===== src/rtl/assert_macros.svh =====
// Assertion macros shared by the support-point RTL.
`ifndef ASSERT_MACROS_SVH
`define ASSERT_MACROS_SVH

// Clocked check, idle while reset is high.
`define BSP_ASSERT_CLK(label, clk, rst, prop) \
  label: assert property (@(posedge clk) disable iff (rst) prop) \
    else $error("support point check failed");

// Clocked check that also runs through reset.
`define BSP_ASSERT_ANY(label, clk, prop) \
  label: assert property (@(posedge clk) prop) \
    else $error("support point check failed");

`endif


===== src/rtl/bsp_pkg.sv =====
// Types, constants and helpers of the box support point pipeline.
package bsp_pkg;

  localparam int unsigned NUM_CORNERS = 8;
  localparam int unsigned HALF_SHIFT  = 17;

  typedef logic signed [31:0] coord_t;
  typedef logic signed [19:0] mat_t;
  typedef logic signed [52:0] prod_t;
  typedef logic signed [55:0] sum_t;
  typedef logic signed [63:0] dprod_t;
  typedef logic signed [65:0] dot_t;

  typedef coord_t [2:0] vec3_t;
  typedef vec3_t [NUM_CORNERS-1:0] corners_t;

  // Pipeline control handed to each stage group.
  typedef struct packed {
    logic en;
    logic valid;
  } pipe_ctl_t;

  typedef enum logic [1:0] {
    REG_WIDTH  = 2'd0,
    REG_HEIGHT = 2'd1,
    REG_DEPTH  = 2'd2
  } reg_idx_t;

  // Corner sign pattern: bit0 x, bit1 y, bit2 z; set means plus half size.
  localparam logic [2:0] CORNER_POS [0:NUM_CORNERS-1] = '{
    3'b000, 3'b001, 3'b011, 3'b010, 3'b100, 3'b101, 3'b111, 3'b110
  };

  // Round half up from Q.33 to Q16.16, then clamp to the 32-bit range.
  function automatic coord_t round_sat(input sum_t s);
    sum_t                    t;
    logic signed [38:0]      r;
    begin
      t = s + (sum_t'(1) <<< (HALF_SHIFT - 1));
      r = 39'(t >>> HALF_SHIFT);
      if (r > 39'sd2147483647) begin
        round_sat = 32'sh7fffffff;
      end else if (r < -39'sd2147483648) begin
        round_sat = 32'sh80000000;
      end else begin
        round_sat = r[31:0];
      end
    end
  endfunction

endpackage


===== src/rtl/bsp_select.sv =====
// Stages 5-6: tournament over the dots, lowest index kept on ties.
module bsp_select (
  input  logic                clk,
  input  logic                rst,
  input  bsp_pkg::pipe_ctl_t  ctl,
  input  bsp_pkg::corners_t   corners,
  input  bsp_pkg::dot_t       dots [0:bsp_pkg::NUM_CORNERS-1],
  output logic                out_valid,
  output logic signed [31:0]  point_x,
  output logic signed [31:0]  point_y,
  output logic signed [31:0]  point_z,
  output logic [2:0]          corner_index
);
  import bsp_pkg::*;

  dot_t        l1_dot [0:3];
  logic [2:0]  l1_idx [0:3];
  dot_t        l2_dot_next [0:1];
  logic [2:0]  l2_idx_next [0:1];
  dot_t        l2_dot [0:1];
  logic [2:0]  l2_idx [0:1];
  vec3_t       l2_pt [0:1];
  logic        valid5;
  logic [2:0]  win_idx;
  vec3_t       win_pt;

  always_comb begin
    for (int n = 0; n < 4; n++) begin
      if (dots[2*n+1] > dots[2*n]) begin
        l1_dot[n] = dots[2*n+1];
        l1_idx[n] = 3'(2*n+1);
      end else begin
        l1_dot[n] = dots[2*n];
        l1_idx[n] = 3'(2*n);
      end
    end
    for (int n = 0; n < 2; n++) begin
      if (l1_dot[2*n+1] > l1_dot[2*n]) begin
        l2_dot_next[n] = l1_dot[2*n+1];
        l2_idx_next[n] = l1_idx[2*n+1];
      end else begin
        l2_dot_next[n] = l1_dot[2*n];
        l2_idx_next[n] = l1_idx[2*n];
      end
    end
  end

  always_comb begin
    if (l2_dot[1] > l2_dot[0]) begin
      win_idx = l2_idx[1];
      win_pt  = l2_pt[1];
    end else begin
      win_idx = l2_idx[0];
      win_pt  = l2_pt[0];
    end
  end

  always_ff @(posedge clk) begin
    if (rst) begin
      valid5    <= 1'b0;
      out_valid <= 1'b0;
    end else if (ctl.en) begin
      valid5    <= ctl.valid;
      out_valid <= valid5;
    end
  end

  always_ff @(posedge clk) begin
    if (ctl.en) begin
      for (int n = 0; n < 2; n++) begin
        l2_dot[n] <= l2_dot_next[n];
        l2_idx[n] <= l2_idx_next[n];
        l2_pt[n]  <= corners[l2_idx_next[n]];
      end
      point_x      <= win_pt[0];
      point_y      <= win_pt[1];
      point_z      <= win_pt[2];
      corner_index <= win_idx;
    end
  end

endmodule


===== config.mk =====
export PLATFORM = sky130hd
export DESIGN_NAME = bsp_select
export DESIGN_NICKNAME = d
export VERILOG_FILES = /design/src/rtl/assert_macros.svh /design/src/rtl/bsp_pkg.sv /design/src/rtl/bsp_select.sv
export SDC_FILE = /design/constraint.sdc
export NUM_CORES = 2
export LEC_CHECK = 0
export ABC_AREA = 1
export BUFFER_PORTS_ARGS = -buffer_cell sky130_fd_sc_hd__buf_2
export CORE_AREA = 2 2 548 550
export DETAILED_ROUTE_END_ITERATION = 16
export DIE_AREA = 0 0 550 552
export GPL_TIMING_DRIVEN = 0
export PLACE_DENSITY = 0.36
export RECOVER_POWER = 50
export SLEW_MARGIN = 20
export SYNTH_ARGS = -nofsm -noshare
export SYNTH_HDL_FRONTEND = slang
export SYNTH_SLANG_ARGS = --single-unit

===== constraint.sdc =====
create_clock -name clk -period 5.4 [get_ports clk]
set_input_delay 0.81 -clock clk [delete_from_list [all_inputs] [get_ports clk]]
set_output_delay 0.81 -clock clk [all_outputs]
set_load 0.1 [all_outputs]

# ---- Word-level counts from Yosys, hierarchy flattened
# Memories as Yosys holds them, arrays and structs flattened.
# Index checks and enable logic that the tools add are counted.
dict set report classes {
  n_addsub 0
  multipliers 0
  n_div 0
  magnitude_cmp 9
  eq_ne 0
  shift 0
  mux 20
  bitwise_logic 0
  n_reduce_logical 0
}
# op n
set ops {}
lappend ops {{96-bit binary-select mux with 3-bit select} 2}
lappend ops {{66-bit > comparator} 7}
lappend ops {{66-bit two-way mux} 6}
lappend ops {{96-bit two-way mux} 3}
lappend ops {{3-bit two-way mux} 3}
lappend ops {{3-bit by 4-bit less-than comparator with 1-bit output (second input constant)} 2}
lappend ops {{1-bit two-way mux} 6}
dict set report totals {
  ff_bits 101
  latch_bits 0
  mem_bits_rw 330
  romBits 0
  input_bits 1300
  wordCells 38
  mem_count 3
}
# name depth width read_ports rd_ports_with_merged_regs wr line_no
set memory_table {}
lappend memory_table {l2_pt 2 96 2 0 2 bsp_select.sv:22} ;# vec3_t l2_pt [0:1];
lappend memory_table {l2_dot 2 66 2 0 2 bsp_select.sv:20} ;# dot_t l2_dot [0:1];
lappend memory_table {l2_idx 2 3 2 0 2 bsp_select.sv:21} ;# logic [2:0] l2_idx [0:1];

# ---- Logic depth before layout (Yosys ltp)
dict set report depth {
  depth_word 6
  depth_mapped 43
  depth_no_buf 38
}

# ---- Worst setup path before layout
# OpenSTA, ideal clock, no wires.
dict set report synth_timing {
  kind {in2reg}
  from {input dots[263] (netlist bit)}
  to {memory l2_pt[0][151] (netlist bit), data pin}
  setup_time_ns 0.252
  arrival_ns 4.627
  path_slack_ns 0.521
  path_stages 37
  path_cell_list {inv_1 > ha_1 > nand2_1 > nor2_1 > nand3_1 > inv_1 > nand2_1 > nor2_1 > nand2_1 > nand2_1 > nor2_1 > nand2_1 > nand2_1 > nand3_1 > buf_2 > buf_2 > clkbuf_1 > o21ai_0 > ha_1 > nand2_1 > nor2_1 > nand2_1 > nor2_2 > nand2_1 > nor2_2 > nand2_1 > nand2_1 > nor2_1 > nand3_1 > nand3_1 > buf_4 > nand2_4 > buf_4 > buf_2 > nand2_1 > nand2_1 > nand2_1}
}
# item line_no
set synth_lines {}
lappend synth_lines {{start: declaration} bsp_select.sv:7} ;# input bsp_pkg::dot_t dots [0:bsp_pkg::NUM_CORNERS-1],
lappend synth_lines {{end: declaration} bsp_select.sv:22}

==> out/qor.log <==
qor: outcome.status finished, violations left
qor: outcome.violations capacitance limit, slew limit
qor: layout.most-common-layout-cells 2378 x nand2_1, 1389 x buf_2, 891 x inv_1
qor: hold_path.min_delay_worst_endpoint out_valid
qor: layout.final_net_count 9443
qor: global_route.grt_first_pass_wirelength 412000 um
qor: sta.crit_path_time_final 5.37 ns
qor: power_and_ir_drop.pwr-share-clk 0.128
qor: hold_path.whs_path_cells 2
qor: setup_path.critPathRequiredTime 5.84 ns
qor: global_route.first_global_vias 47400
qor: route.ant_nets 0
qor: route.wl_met2 161000 um
qor: cts.ctsHoldBuffers 0
qor: setup_path.timing.setup.critical_path_class in -> reg
qor: power_and_ir_drop.ir_drop 299 uV
qor: route.drt_first_pass_iters 7
qor: sta.finalWorstSetupSlack 0.0313 ns
qor: setup_path.timing.critical_path.slowest_cell_delay 0.35 ns
qor: setup_path.ff2ff_path_depth 14
qor: route.routed_wire_length 321000 um
qor: layout.layout-drive-gt1-share 0.310
qor: power_and_ir_drop.seqPwrFrac 0.206
qor: route.detailedRoute.firstIterationViolations 3349
qor: die.die-height 552 um
qor: layout.area_growth 48.7%
qor: power_and_ir_drop.total_power 0.0318 W
qor: synthesis.number_of_instances_in_the_synthesized_netlist 6101
qor: synthesis.syn-num-nets 7863
qor: placed_design.worst_setup_slack_before_clock_tree_synthesis -4.92 ns
qor: route.drc 0
qor: setup_path.crit_buf_inv 9
qor: global_route.grt_start_max_net_pins 92
qor: route.num_vias 48200
qor: route.met3WireLength 18700 um
qor: hold_path.timing.hold.worst.class in -> reg
qor: sta.layout_worst_path_cycle_share 0.994
qor: global_route.globalRouteOverflowTotal 0
qor: global_route.gr-usage-all-layers 0.200
qor: power_and_ir_drop.leakage 31.6 nW
qor: route.topRoutingLayerUsed met5
qor: cts.root_buffer clkbuf_16
qor: synthesis.syn_area_per_cell 6.76 um2
qor: placed_design.io_buffer_count 1399
qor: setup_path.timing.reg2reg.setup_slack 0.99 ns
qor: setup_path.timing.critical_path.slowest_stage_cell ha_1
qor: route.routedWlPerCell 27.3 um
qor: cts.cts_buffers 60
qor: setup_path.rr_startpoint l2_dot[0][41]
qor: cts.cts.sink_count 429
qor: power_and_ir_drop.internal-power 0.0141 W
qor: synthesis.synth.distinct_cells 34
qor: power_and_ir_drop.p_per_area 518 nW/um2
qor: cts.clock_transition_at_path_regs 0.06 ns
qor: die.placementRows 201
qor: power_and_ir_drop.comb_power_share 0.666
qor: setup_path.critical_path_arrival 5.81 ns
qor: placed_design.place_hpwl 275000 um
qor: global_route.grt_antenna_before_repair 186
qor: cts.clock_insertion_delay_worst_skew 0.71 ns
qor: power_and_ir_drop.net-switching-power 0.0177 W
qor: die.io-pin-count 1400
qor: die.initial_core_util 0.138
qor: setup_path.critical_path.most_common_cell nand2_1
qor: sta.final_worst_clock_skew 0.0348 ns
qor: sta.timing_worst_slew_pin_value 2.30 ns
qor: die.coreArea 298000 um2
qor: setup_path.reg2reg_to point_z[25]
qor: sta.slew_headroom -0.537
qor: cts.tritoncts_clock_tree yes
qor: synthesis.synth.yosys.seq_area_share 0.312
qor: setup_path.cpLargestDelayFamily simple AND/OR/NAND/NOR gates
qor: setup_path.critical_path.endpoint_type flop
qor: setup_path.worstSetupStartpointType input pin
qor: cts.clockBufferDepth 3
qor: sta.fin_hold_ws 0.273 ns
qor: power_and_ir_drop.power.share.switching 0.557
qor: synthesis.ys_seq_elements 429
qor: route.route.detailed.vias_per_inst 4.10
qor: layout.final_common_cell nand2_1
qor: die.floorplan.die.width 550 um
qor: sta.clock.fmax 186 MHz
qor: sta.setup_viol_count_final 0
qor: placed_design.globalplace.congestion 0.940
qor: cts.cts-htree-levels 2
qor: die.die-area 304000 um2
qor: synthesis.synth.cell_area 41300 um2
qor: sta.hold_violations 0
qor: run.maxCapViolCount 2
qor: route.routedLengthMet1 128000 um
qor: synthesis.ys_warn_count 0
qor: sta.drv_slew 156
qor: setup_path.worst-path-max-fanout 10
qor: hold_path.hold_path_startpoint rst
==> sequential cells by signal, indices dropped and copies added (netlist names) <==
signal	cells
corner_index	3
l2_dot	132
l2_idx	4
l2_pt	192
out_valid	1
point_x	32
point_y	32
point_z	32
valid5	1
==> stage by stage <==
stage	setup TNS [ns]	area, um2	util	std cells
floorplan	0	41300	-	6101
global placement	-3005.34	53200	0.178	11500
detailed placement	-1130.47	53500	0.179	11500
CTS	-0.189	58400	0.196	11600
global route	-4.99	61300	0.205	11700
finish	0	61400	0.206	11700
==> worst register-to-register path: cells and delay by family (launching register included) <==
kind,cells,cell delay [ns]
buffers and inverters,4,1.02
flip-flops,1,0.37
AO/OA/AOI/OAI,2,0.41
AND/OR/NAND/NOR,7,2.22
adder cells (fa/ha/maj),1,0.26
==> worst max path at each step <==
stage	startpoint	to	cells after the start
2_1_floorplan	dots[263]	l2_pt[0][151]	37
3_3_place_gp	dots[295]	l2_pt[0][4]	32
3_5_place_dp	dots[295]	l2_pt[0][4]	32
4_1_cts	dots[117]	l2_pt[0][178]	37
5_1_grt	dots[491]	l2_pt[0][57]	39
6_report	dots[91]	l2_pt[0][152]	36
==> layout make-up <==
| cell class | count | area (um2) |
|---|---|---|
| inverters | 956 | 3610 |
| repair buffers | 1526 | 8660 |
| flip-flops and latches | 429 | 12900 |
| clock buffers | 72 | 1550 |
| well taps | 3958 | 4950 |
| multi-input cells | 4430 | 26600 |
| clock inverters | 38 | 383 |
| diodes | 61 | 153 |
| fillers | 34300 | 237000 |
| plain buffers | 278 | 2580 |
==> per-layer routing <==
metal | vias to the layer above | global-route usage
met5 | - | 0
met4 | 70 | 0.0632
met3 | 449 | 0.0363
met2 | 1761 | 0.364
met1 | 23000 | 0.233
li1 | 22900 | -
==> power groups by stage <==
stage / Combinational (W) / Sequential [W] / Clock, W
after floorplan: 0.00791 / 0.00907 / 0
after global placement: 0.0188 / 0.00669 / 0
after detailed placement: 0.0189 / 0.00664 / 0
after CTS: 0.0205 / 0.00659 / 0.00425
after global routing: 0.0227 / 0.00667 / 0.00434
final: 0.0211 / 0.00655 / 0.00406
==> logic make-up (layout without fill, tap and decap cells) <==
kind of cell | Yosys count | count (layout) | share of synthesized area
adders and majority gates | 462 | 462 | 0.140
DFF | 429 | 429 | 0.312
and+or+nand+nor | 3212 | 3212 | 0.313
other | 0 | 61 | 0
AOI/OAI and AO/OA | 756 | 756 | 0.112
buffers and inverters | 1242 | 2870 | 0.123
==> repair_timing <==
action	CTS	global route
pin swaps	64	169
buffers inserted	61	40
endpoints found under the hold margin	0	0
gates cloned	3	12
endpoints found under the setup margin	328	328
resized for setup	701	594
==> cell usage after synthesis <==
cell type  instances  share of area
a21o_1            26         0.0047
a21oi_1          184          0.022
a31oi_1            2        0.00030
and2_1             6        0.00091
and3_1             1        0.00015
buf_1             15         0.0014
buf_2            113          0.014
buf_4             19         0.0035
buf_6             23         0.0063
buf_8              3         0.0011
clkbuf_1         113          0.010
dfxtp_1            2        0.00097
edfxtp_1         427           0.31
ha_1             462           0.14
inv_1            954          0.087
inv_2              2        0.00018
nand2_1         2559           0.23
nand2_2            2        0.00030
nand2_4            2        0.00055
nand3_1          310          0.038
nand3_2            3        0.00073
nand4_1          136          0.021
nor2_1           158          0.014
nor2_2             4        0.00061
nor3_1            20         0.0024
nor3b_1            2        0.00036
nor4_1             7         0.0011
nor4b_1            1        0.00021
o211ai_1          69          0.013
o21a_1           237          0.043
o21ai_0          226          0.027
o21ai_1            3        0.00036
o21bai_1           9         0.0016
or2_1              1        0.00015
Note: power is estimated with default switching activity, not from simulation.
